### src/rtl/wcs_pkg.sv
`default_nettype none
package wcs_pkg;

    localparam int DEF_CHANNELS = 16;
    localparam int DEF_WINDOWS  = 3;

    localparam int VALUE_W = 32;
    localparam int COUNT_W = 20;
    localparam int SUM_W   = 48;
    localparam int TOTAL_W = 48;
    localparam int INCR_W  = 47;
    localparam int MASK_W  = 16;
    localparam int CFG_IW  = 3;

    localparam logic [CFG_IW-1:0] REG_CHANNEL_EN = 3'd0;
    localparam logic [CFG_IW-1:0] REG_INCR_EN    = 3'd1;
    localparam logic [CFG_IW-1:0] REG_MAX_EN     = 3'd2;
    localparam logic [CFG_IW-1:0] REG_MIN_EN     = 3'd3;
    localparam logic [CFG_IW-1:0] REG_AVG_EN     = 3'd4;

    localparam logic OP_SAMPLE = 1'b0;
    localparam logic OP_CLOSE  = 1'b1;

    typedef struct packed {
        logic                      operation;
        logic [3:0]                channel;
        logic [1:0]                window;
        logic signed [VALUE_W-1:0] sample_value;
        logic                      sample_good;
        logic signed [TOTAL_W-1:0] total_reading;
    } t_in_item;

    typedef struct packed {
        logic [3:0]                out_channel;
        logic [1:0]                out_window;
        logic signed [VALUE_W-1:0] max_value;
        logic signed [VALUE_W-1:0] min_value;
        logic signed [VALUE_W-1:0] average_value;
        logic [INCR_W-1:0]         increment;
        logic [COUNT_W-1:0]        sample_count;
        logic                      max_present;
        logic                      min_present;
        logic                      average_present;
        logic                      increment_present;
    } t_out_item;

    typedef struct packed {
        logic signed [VALUE_W-1:0] min_v;
        logic signed [VALUE_W-1:0] max_v;
        logic signed [SUM_W-1:0]   sum;
        logic [COUNT_W-1:0]        count;
        logic signed [TOTAL_W-1:0] start_total;
    } t_win_entry;

endpackage
`default_nettype wire

### src/rtl/wcs_divider.sv
`default_nettype none
module wcs_divider (
    input  wire                          i_clk,
    input  wire                          i_rst_n,
    input  wire                          i_start,
    input  wire [wcs_pkg::SUM_W-1:0]     i_dividend,
    input  wire [wcs_pkg::COUNT_W-1:0]   i_divisor,
    output logic                         o_done,
    output logic [wcs_pkg::SUM_W-1:0]    o_quotient
);

    localparam int QW = wcs_pkg::SUM_W;
    localparam int DW = wcs_pkg::COUNT_W;
    localparam int CW = $clog2(QW + 1);

    logic [QW-1:0] r_quot;
    logic [DW:0]   r_rem;
    logic [DW-1:0] r_div;
    logic [CW-1:0] r_cnt;
    logic          r_busy;
    logic          r_done;
    logic [DW:0]   n_shift;
    logic          n_fit;

    // Restoring division, one quotient bit per cycle.
    always_comb begin
        n_shift = {r_rem[DW-1:0], r_quot[QW-1]};
        n_fit   = (n_shift >= {1'b0, r_div});
    end

    always_ff @(posedge i_clk) begin
        if (i_start) begin
            r_quot <= i_dividend;
            r_rem  <= '0;
            r_div  <= i_divisor;
        end else if (r_busy) begin
            r_rem  <= n_fit ? (n_shift - {1'b0, r_div}) : n_shift;
            r_quot <= {r_quot[QW-2:0], n_fit};
        end
    end

    always_ff @(posedge i_clk) begin
        if (!i_rst_n) begin
            r_busy <= 1'b0;
            r_done <= 1'b0;
            r_cnt  <= '0;
        end else begin
            r_done <= 1'b0;
            if (i_start) begin
                r_busy <= 1'b1;
                r_cnt  <= CW'(QW - 1);
            end else if (r_busy) begin
                r_cnt <= r_cnt - 1'b1;
                if (r_cnt == '0) begin
                    r_busy <= 1'b0;
                    r_done <= 1'b1;
                end
            end
        end
    end

    assign o_done     = r_done;
    assign o_quotient = r_quot;

endmodule
`default_nettype wire

### config.mk
export PLATFORM = sky130hd
export DESIGN_NAME = wcs_divider
export DESIGN_NICKNAME = d
export VERILOG_FILES = /design/src/rtl/wcs_pkg.sv /design/src/rtl/wcs_divider.sv
export SDC_FILE = /design/constraint.sdc
export NUM_CORES = 1
export LEC_CHECK = 0
export ABC_AREA = 0
export BUFFER_PORTS_ARGS = -buffer_cell sky130_fd_sc_hd__buf_4
export CAP_MARGIN = 30
export CORE_MARGIN = 5
export CORE_UTILIZATION = 35
export CTS_CLUSTER_DIAMETER = 30
export CTS_CLUSTER_SIZE = 14
export DETAILED_ROUTE_END_ITERATION = 8
export RECOVER_POWER = 50
export SYNTH_ARGS = -nofsm -noshare
export SYNTH_HDL_FRONTEND = slang
export SYNTH_SLANG_ARGS = --single-unit
### constraint.sdc
create_clock -name i_clk -period 3.1 [get_ports i_clk]
set_input_delay 0.31 -clock i_clk [delete_from_list [all_inputs] [get_ports i_clk]]
set_output_delay 0.31 -clock i_clk [all_outputs]
set_load 0.005 [all_outputs]
==> results of run 1 <==
==> synth_stat cells (9+ instances only) <==
master	n
nand2_1	23
xor2_1	9
mux2i_1	13
ha_1	22
mux2_2	47
a21oi_1	20
clkbuf_1	9
edfxtp_1	68
xnor2_1	12
a211oi_1	12
inv_1	32
o21ai_1	12
nor2_1	38
dfxtp_1	28
==> routing by layer <==
| metal | vias to the layer above | share of wire [%] |
|---|---|---|
| met4 | 0 | 1.4 |
| li1 | 1869 | - |
| met5 | - | 0 |
| met1 | 1854 | 42 |
| met3 | 15 | 10 |
| met2 | 130 | 46 |
==> final timing paths <==
| path | end | slack [ps] | cells past startpoint |
|---|---|---|---|
| min reg2reg | r_rem[2] | 470 | 2 |
| max reg2reg | r_rem[19] | 210 | 11 |
| min | r_div[13] | 150 | 1 |
| max | r_rem[19] | 210 | 11 |
==> area by class of cell <==
| type | instances | share of cell area [%] |
|---|---|---|
| sequential | 96 | 40.2 |
| tap | 180 | 3.48 |
| clock inverter | 5 | 1.02 |
| clock buffer | 11 | 3.59 |
| inverter | 32 | 1.86 |
| timing repair buffer | 137 | 15.6 |
| multi-input combinational | 291 | 34.3 |
==> worst max-delay path: cells and delay by family, from the launching register on <==
kind	cells	cell delay (ps)
flops	1	330
compound gates	4	1320
simple gates	2	330
mux	1	80
buf+inv	3	420
fa+ha+maj	1	290
==> report_power, final <==
group          internal [mW]  switching (mW)
Clock                  0.635           0.505
Combinational          0.315           0.295
Sequential              1.50          0.0657
==> through the flow <==
| step | setup slack [ps] | std cells | hold slack (ps) |
|---|---|---|---|
| 2_1_floorplan | 570 | 439 | 409 |
| 3_3_place_gp | 167 | 736 | 461 |
| 3_5_place_dp | 302 | 736 | 467 |
| 4_1_cts | 275 | 752 | 114 |
| 5_1_grt | 87.8 | 752 | 136 |
| 6_report | 215 | 752 | 154 |
==> flip-flops by register name, indices dropped and copies added, names as in the netlist <==
signal      flops
o_quotient     48
o_done          1
r_cnt           6
r_rem          20
r_div          20
r_busy          1
==> logic make-up after synthesis <==
logic type	synth area share [%]
AND/OR/NAND/NOR	9.40
flip-flops	51.7
AO/OA/AOI/OAI	11.8
multiplexers	13.4
buffers and inverters	4.18
adder cells (fa/ha/maj)	5.87
XOR/XNOR	3.66
==> results.json, run 1 <==
{
  "status": "finished with violations",
  "violations": "max-capacitance violations, max-slew violations",
  "drc": 0,
  "slew_headroom_pct": -35.9,
  "yosys.area.top_type": "edfxtp_1",
  "total_power_mw": 3.32,
  "core_area_sq_um": 14000,
  "syn_inst": 439,
  "dieArea_sq_um": 16900,
  "path_common_cell": "buf_4",
  "r2r_start": "r_div[8]",
  "cts.root.buffer_cell": "clkbuf_16",
  "cp_cell_sequence": "inv_1, ha_1, buf_4, nand2_1, or2_1, a311o_1, a2111oi_0, buf_4, mux2i_1, a211oi_1, o21ai_1",
  "leakage_nw": 2.72,
  "fmax_mhz": 347,
  "synth_nets": 533,
  "post_cts_buffers": 0,
  "top_usage_layer": "met2",
  "fin_util_pct": 46.3,
  "critPathLaunchType": "register",
  "cts.repair.resized": 0,
  "cts_made_buffers": 9,
  "grt_use_met2_pct": 25.3,
  "layout_common_cells": "73 x buf_4, 68 x edfxtp_1, 47 x mux2_2",
  "antenna_found_initial": 0,
  "first_global_vias": 4108,
  "skew_ps": 10.7,
  "numPortBuffers": 119,
  "ys_seq_elements": 96,
  "postSynthAreaPerCell_sq_um": 11.5,
  "dpl_cell_area_sq_um": 6230,
  "final-setup-viol-count": 0,
  "tns_ps": 0,
  "wire_per_inst_um": 17.0,
  "layout_commonest_cell": "buf_4",
  "drv_cap": 1,
  "yosysSeqAreaShare_pct": 51.7,
  "dp_hpwl_mm": 9.56,
  "initial_utilization_pct": 36.0,
  "clkLatencyLatePin_ps": 350,
  "fin_nets": 661,
  "slew_viol_final": 36,
  "first_pass_iters": 4,
  "clkTransAtPathRegs_ps": 70,
  "grt_overflow": 0,
  "p_per_area_nw_per_um2": 513,
  "end_kind": "register",
  "htreeDepth": 3,
  "place_congestion": 0.918,
  "grt_usage_pct": 15.4,
  "yosysTopAreaCellShare_pct": 40.6,
  "cts.sinks": 96,
  "stdcell_area_sq_um": 6470,
  "antennaDiodeCount": 0,
  "vias": 3868,
  "multi_input_area_sq_um": 2220,
  "startpoint": "r_div[8]",
  "min_path_type": "input pin to register",
  "synth_edf_count": 68,
  "netlist_area_sq_um": 5030,
  "die_x_um": 130,
  "crit_fanout": 7,
  "synth_warnings": 0,
  "met1_usage_pct": 17.5,
  "synthTopCellsByArea": "edfxtp_1 41%, dfxtp_1 11%, mux2_2 11%",
  "grt_max_degree": 53,
  "cts_hold_repair.buffers": 0,
  "vias_per_cell": 5.14,
  "peakVddDrop_mv": 0.332,
  "drive_gt1_share_pct": 33.4,
  "fin_crit_sh_pct": 93.1,
  "grt_use_met3_pct": 7.90,
  "postRouteWirelength_mm": 12.7,
  "num-fill-cells": 1333,
  "drt_iter0_drc": 183,
  "grt_setup_unrepaired": "no",
  "clockBufferDepth": 2,
  "crit_arrival_ps": 3110,
  "synth-async-reset-ratio_pct": 0,
  "ant_nets": 0,
  "tightest_slew_ps": 2040,
  "area_growth_pct": 28.7,
  "final-hold-violation-count": 0,
  "tritoncts": "yes",
  "critPathMaxStageDelay_ps": 680,
  "io_pins": 120,
  "chipHeight_um": 130,
  "ys.flop_type": "edfxtp_1",
  "worst_path_max_delay_cell": "a2111oi_0",
  "register_area_sq_um": 2600,
  "grt_pass1_wl_mm": 20.3,
  "required_ps": 3330,
  "synth.distinct_cells": 56,
  "fin_crit_ps": 2890,
  "placementRows": 43,
  "holdCritStartpoint": "i_divisor[13]",
  "crit_type": "register to register"
}
Power figures use the tool's default switching activity.
==> run 2: changes to the inputs <==
Settings changed: CAP_MARGIN 30 to 10, CORE_MARGIN 5 to 2.
==> results.json, run 2 (synthesized netlist as in run 1, its figures left out) <==
{
  "slew_viol_final": 0,
  "clkLatencyLatePin_ps": 350,
  "drc": 0,
  "first_pass_iters": 4,
  "grt_use_met2_pct": 26.3,
  "met1_usage_pct": 21.0,
  "cts.sinks": 96,
  "grt_max_degree": 44,
  "drive_gt1_share_pct": 32.6,
  "r2r_start": "r_rem[12]",
  "grt_use_met3_pct": 7.23,
  "postRouteWirelength_mm": 12.1,
  "grt_overflow": 0,
  "holdCritStartpoint": "i_divisor[18]",
  "grt_setup_unrepaired": "no",
  "top_usage_layer": "met2",
  "cts_hold_repair.buffers": 0,
  "crit_type": "register to register",
  "critPathMaxStageDelay_ps": 480,
  "clkTransAtPathRegs_ps": 70,
  "vias": 3735,
  "antennaDiodeCount": 0,
  "status": "complete, no violations",
  "end_kind": "register",
  "min_path_type": "input pin to register",
  "cts_made_buffers": 9,
  "fin_crit_sh_pct": 91.8,
  "chipHeight_um": 124,
  "grt_usage_pct": 16.7,
  "place_ws_ps": 97.3,
  "clockBufferDepth": 2,
  "first_global_vias": 3818,
  "ant_nets": 0,
  "numPortBuffers": 119,
  "p_per_area_nw_per_um2": 497,
  "cp_cell_sequence": "ha_1, nand4_2, or3_1, or4_1, nand4_1, a31oi_4, buf_12, nand3b_1, a311oi_1",
  "grt_pass1_wl_mm": 19.5,
  "antenna_found_initial": 0,
  "skew_ps": 8.53,
  "slew_headroom_pct": 16.4,
  "dp_hpwl_mm": 9.11,
  "die_x_um": 124,
  "peakVddDrop_mv": 0.243,
  "layout_commonest_cell": "edfxtp_1",
  "largest_reg_flops": 48,
  "tightest_slew_ps": 1250,
  "crit_arrival_ps": 3090,
  "tritoncts": "yes",
  "final-hold-violation-count": 0,
  "drv_cap": 0,
  "area_growth_pct": 27.7,
  "fin_crit_ps": 2850,
  "critPathLaunchType": "register",
  "layout_common_cells": "68 x edfxtp_1, 66 x buf_4, 51 x clkbuf_4",
  "initial_utilization_pct": 36.1,
  "htreeDepth": 3,
  "fin_nets": 663,
  "required_ps": 3350,
  "r2r_slack_ps": 250,
  "dieArea_sq_um": 15400,
  "tns_ps": 0,
  "fmax_mhz": 351,
  "drt_iter0_drc": 133,
  "rr_endpoint": "r_rem[4]",
  "whs_endpoint": "r_div[18]",
  "fin_ws_ps": 254,
  "placementRows": 43,
  "io_pins": 120,
  "hold_depth": 1,
  "final-setup-viol-count": 0,
  "leakage_nw": 2.69,
  "wire_per_inst_um": 16.0,
  "cts.repair.resized": 0,
  "r2r_cells": 9,
  "core_area_sq_um": 13900,
  "crit_fanout": 8,
  "vias_per_cell": 4.95,
  "post_cts_buffers": 0,
  "cts.root.buffer_cell": "clkbuf_16",
  "place_congestion": 0.867,
  "worst_path_max_delay_cell": "or4_1"
}
-- run 2: through the flow --
step	hold slack [ps]	util [%]	total power [mW]	instances	instance area [sq um]
2_1_floorplan	409	-	1.93	439	5030
3_3_place_gp	461	44.4	2.21	734	6190
6_report	153	46.1	3.19	754	6430
5_1_grt	141	46.1	3.34	754	6430
3_5_place_dp	468	44.4	2.22	734	6190
4_1_cts	120	46.3	3.25	750	6460
-- run 2: worst max path at each step --
stage / startpoint / to / depth (start not counted)
finish: r_rem[12] / r_rem[4] / 9
global route: r_div[13] / r_rem[4] / 10
CTS: r_div[1] / r_rem[16] / 10
detailed placement: r_div[1] / r_rem[16] / 10
global placement: r_div[1] / r_rem[16] / 10
floorplan: r_div[11] / r_rem[0] / 10
-- run 2: layout make-up --
cell class / count / area (sq um)
repair buffers: 139 / 995
flip-flops and latches: 96 / 2600
multi-input cells: 291 / 2220
fillers: 1326 / 7510
well taps: 180 / 225
clock inverters: 5 / 32.5
clock buffers: 11 / 233
inverters: 32 / 120
-- run 2: power breakdown --
| part | internal (mW) | leakage [nW] | total, mW | switching (mW) |
|---|---|---|---|---|
| Combinational | 0.306 | 1.65 | 0.594 | 0.288 |
| Clock | 0.543 | 0.124 | 1.03 | 0.484 |
| Sequential | 1.50 | 0.908 | 1.57 | 0.0679 |
-- run 2: layer usage --
metal / vias to the layer above / share of wire (%) / wire length, um
met5: - / 0 / 0
met4: 0 / 1.3 / 159
met3: 10 / 7.8 / 942
met2: 104 / 46 / 5610
met1: 1757 / 44 / 5360
li1: 1864 / - / -
-- run 2: worst max-delay path, delay by kind of cell, from the launching register on --
family                     cells  cell delay (ps)
DFF                            1              340
adders and majority gates      1              430
AOI/OAI and AO/OA              2              430
buffers and inverters          1              200
and+or+nand+nor                5             1320
==> run 3: changes to the inputs <==
Settings changed: GPL_TIMING_DRIVEN from default to 1.
Clock period 3.1 ns to 2.75 ns, I/O delays scaled along.
==> results.json, run 3 (synthesized netlist as in run 1, its figures left out) <==
{
  "fin_nets": 671,
  "stdcell_area_sq_um": 6630,
  "leakage_nw": 2.76,
  "ant_nets": 0,
  "status": "complete, no violations",
  "io_pins": 120,
  "cpLargestDelayFamily": "simple AND/OR/NAND/NOR gates",
  "dpl_cell_area_sq_um": 6240,
  "chipHeight_um": 124,
  "layout_commonest_cell": "buf_4",
  "grt_setup_unrepaired": "yes",
  "fin_crit_ps": 2670,
  "power_frac_seq_pct": 47.1,
  "total_power_mw": 3.75,
  "slew_headroom_pct": 32.2,
  "slew_viol_final": 0,
  "clkTransAtPathRegs_ps": 70,
  "initial_utilization_pct": 36.1,
  "tritoncts": "yes",
  "worst_path_max_delay_cell": "or4_1",
  "p_comb_share_pct": 19.1,
  "whs_ps": 116,
  "place_congestion": 0.905,
  "placementRows": 43,
  "core_area_sq_um": 13900,
  "peakVddDrop_mv": 0.434,
  "grt_overflow": 0,
  "p_switching_mw": 1.00,
  "cts.sinks": 96,
  "postRouteWirelength_mm": 12.4,
  "area_growth_pct": 31.7,
  "pwr-share-clk_pct": 33.8,
  "grt_usage_pct": 16.9,
  "first_global_vias": 3898,
  "p_int_mw": 2.74,
  "cts.root.buffer_cell": "clkbuf_16",
  "path_buf_inv": 1,
  "switching_share_pct": 26.8,
  "p_per_area_nw_per_um2": 565,
  "layout_common_cells": "70 x buf_4, 68 x edfxtp_1, 53 x clkbuf_4",
  "drt_iter0_drc": 231,
  "wire_per_inst_um": 16.3,
  "antennaDiodeCount": 0,
  "crit_type": "register to register",
  "min_path_type": "input pin to register",
  "drc": 0,
  "drive_gt1_share_pct": 36.6,
  "vias_per_cell": 5.05,
  "clockBufferDepth": 2,
  "clkLatencyLatePin_ps": 350,
  "vias": 3845,
  "die_x_um": 124,
  "largest_reg_flops": 48,
  "tns_ps": 0,
  "final-hold-violation-count": 0,
  "grt_pass1_wl_mm": 19.8,
  "dieArea_sq_um": 15400,
  "fmax_mhz": 375,
  "antenna_found_initial": 0,
  "cp_cell_sequence": "ha_1, nand2_2, or3_4, or4_1, nand4_1, a31oi_4, buf_6, mux2i_1, a211oi_1",
  "first_pass_iters": 4,
  "final-setup-viol-count": 0,
  "fin_util_pct": 47.6,
  "cts_hold_repair.buffers": 0,
  "fin_crit_sh_pct": 97.1,
  "skew_ps": 10.4,
  "required_ps": 3010,
  "cts_made_buffers": 9,
  "crit_arrival_ps": 2930,
  "drv_cap": 0,
  "end_kind": "register",
  "critPathMaxStageDelay_ps": 480,
  "critPathLaunchType": "register",
  "dp_hpwl_mm": 9.07,
  "htreeDepth": 3,
  "tightest_slew_ps": 1010,
  "crit_fanout": 7,
  "numPortBuffers": 119,
  "grt_max_degree": 57
}
run 3: path summary, 6_finish.rpt:
path / cells past startpoint / slack, ps / start / endpoint
hold / removal: 1 / 120 / i_divisor[2] / r_div[2]
setup reg to reg: 9 / 80 / r_rem[8] / r_rem[11]
setup / recovery: 9 / 80 / r_rem[8] / r_rem[11]
hold reg to reg: 2 / 480 / r_rem[14] / r_rem[14]
run 3: power by group through the flow:
stage	Combinational [mW]	Sequential [mW]	Clock (mW)
after floorplan	0.387	1.79	0
after global placement	0.710	1.80	0
after detailed placement	0.713	1.80	0
after CTS	0.718	1.77	1.30
after global routing	0.794	1.78	1.35
final	0.715	1.77	1.26
run 3: metal layers:
layer | part of all wire, % | wire length (um) | GRT usage [%] | vias up
met2 | 46 | 5680 | 25.6 | 130
met5 | 0 | 0 | 0 | -
met1 | 43 | 5380 | 21.3 | 1811
met4 | 2.1 | 263 | 6.88 | 0
li1 | - | - | - | 1886
met3 | 8.8 | 1090 | 7.01 | 18
run 3: final cells by class:
cell class / instances / area, sq um
fillers: 1295 / 7310
clock buffers: 10 / 250
multi-input cells: 292 / 2310
clock inverters: 6 / 45.0
flip-flops and latches: 96 / 2600
inverters: 32 / 120
repair buffers: 146 / 1070
well taps: 180 / 225
run 3: through the flow:
stage | cells | setup slack [ps]
after floorplan | 439 | 220
after global placement | 741 | 89.8
after detailed placement | 741 | 42.3
after CTS | 757 | 13.9
after global routing | 762 | -44.6
final | 762 | 79.9
run 3: what timing repair did:
item,in CTS,in global routing
gates resized for setup,0,20
endpoints found under the setup margin,0,19
setup buffers,0,4
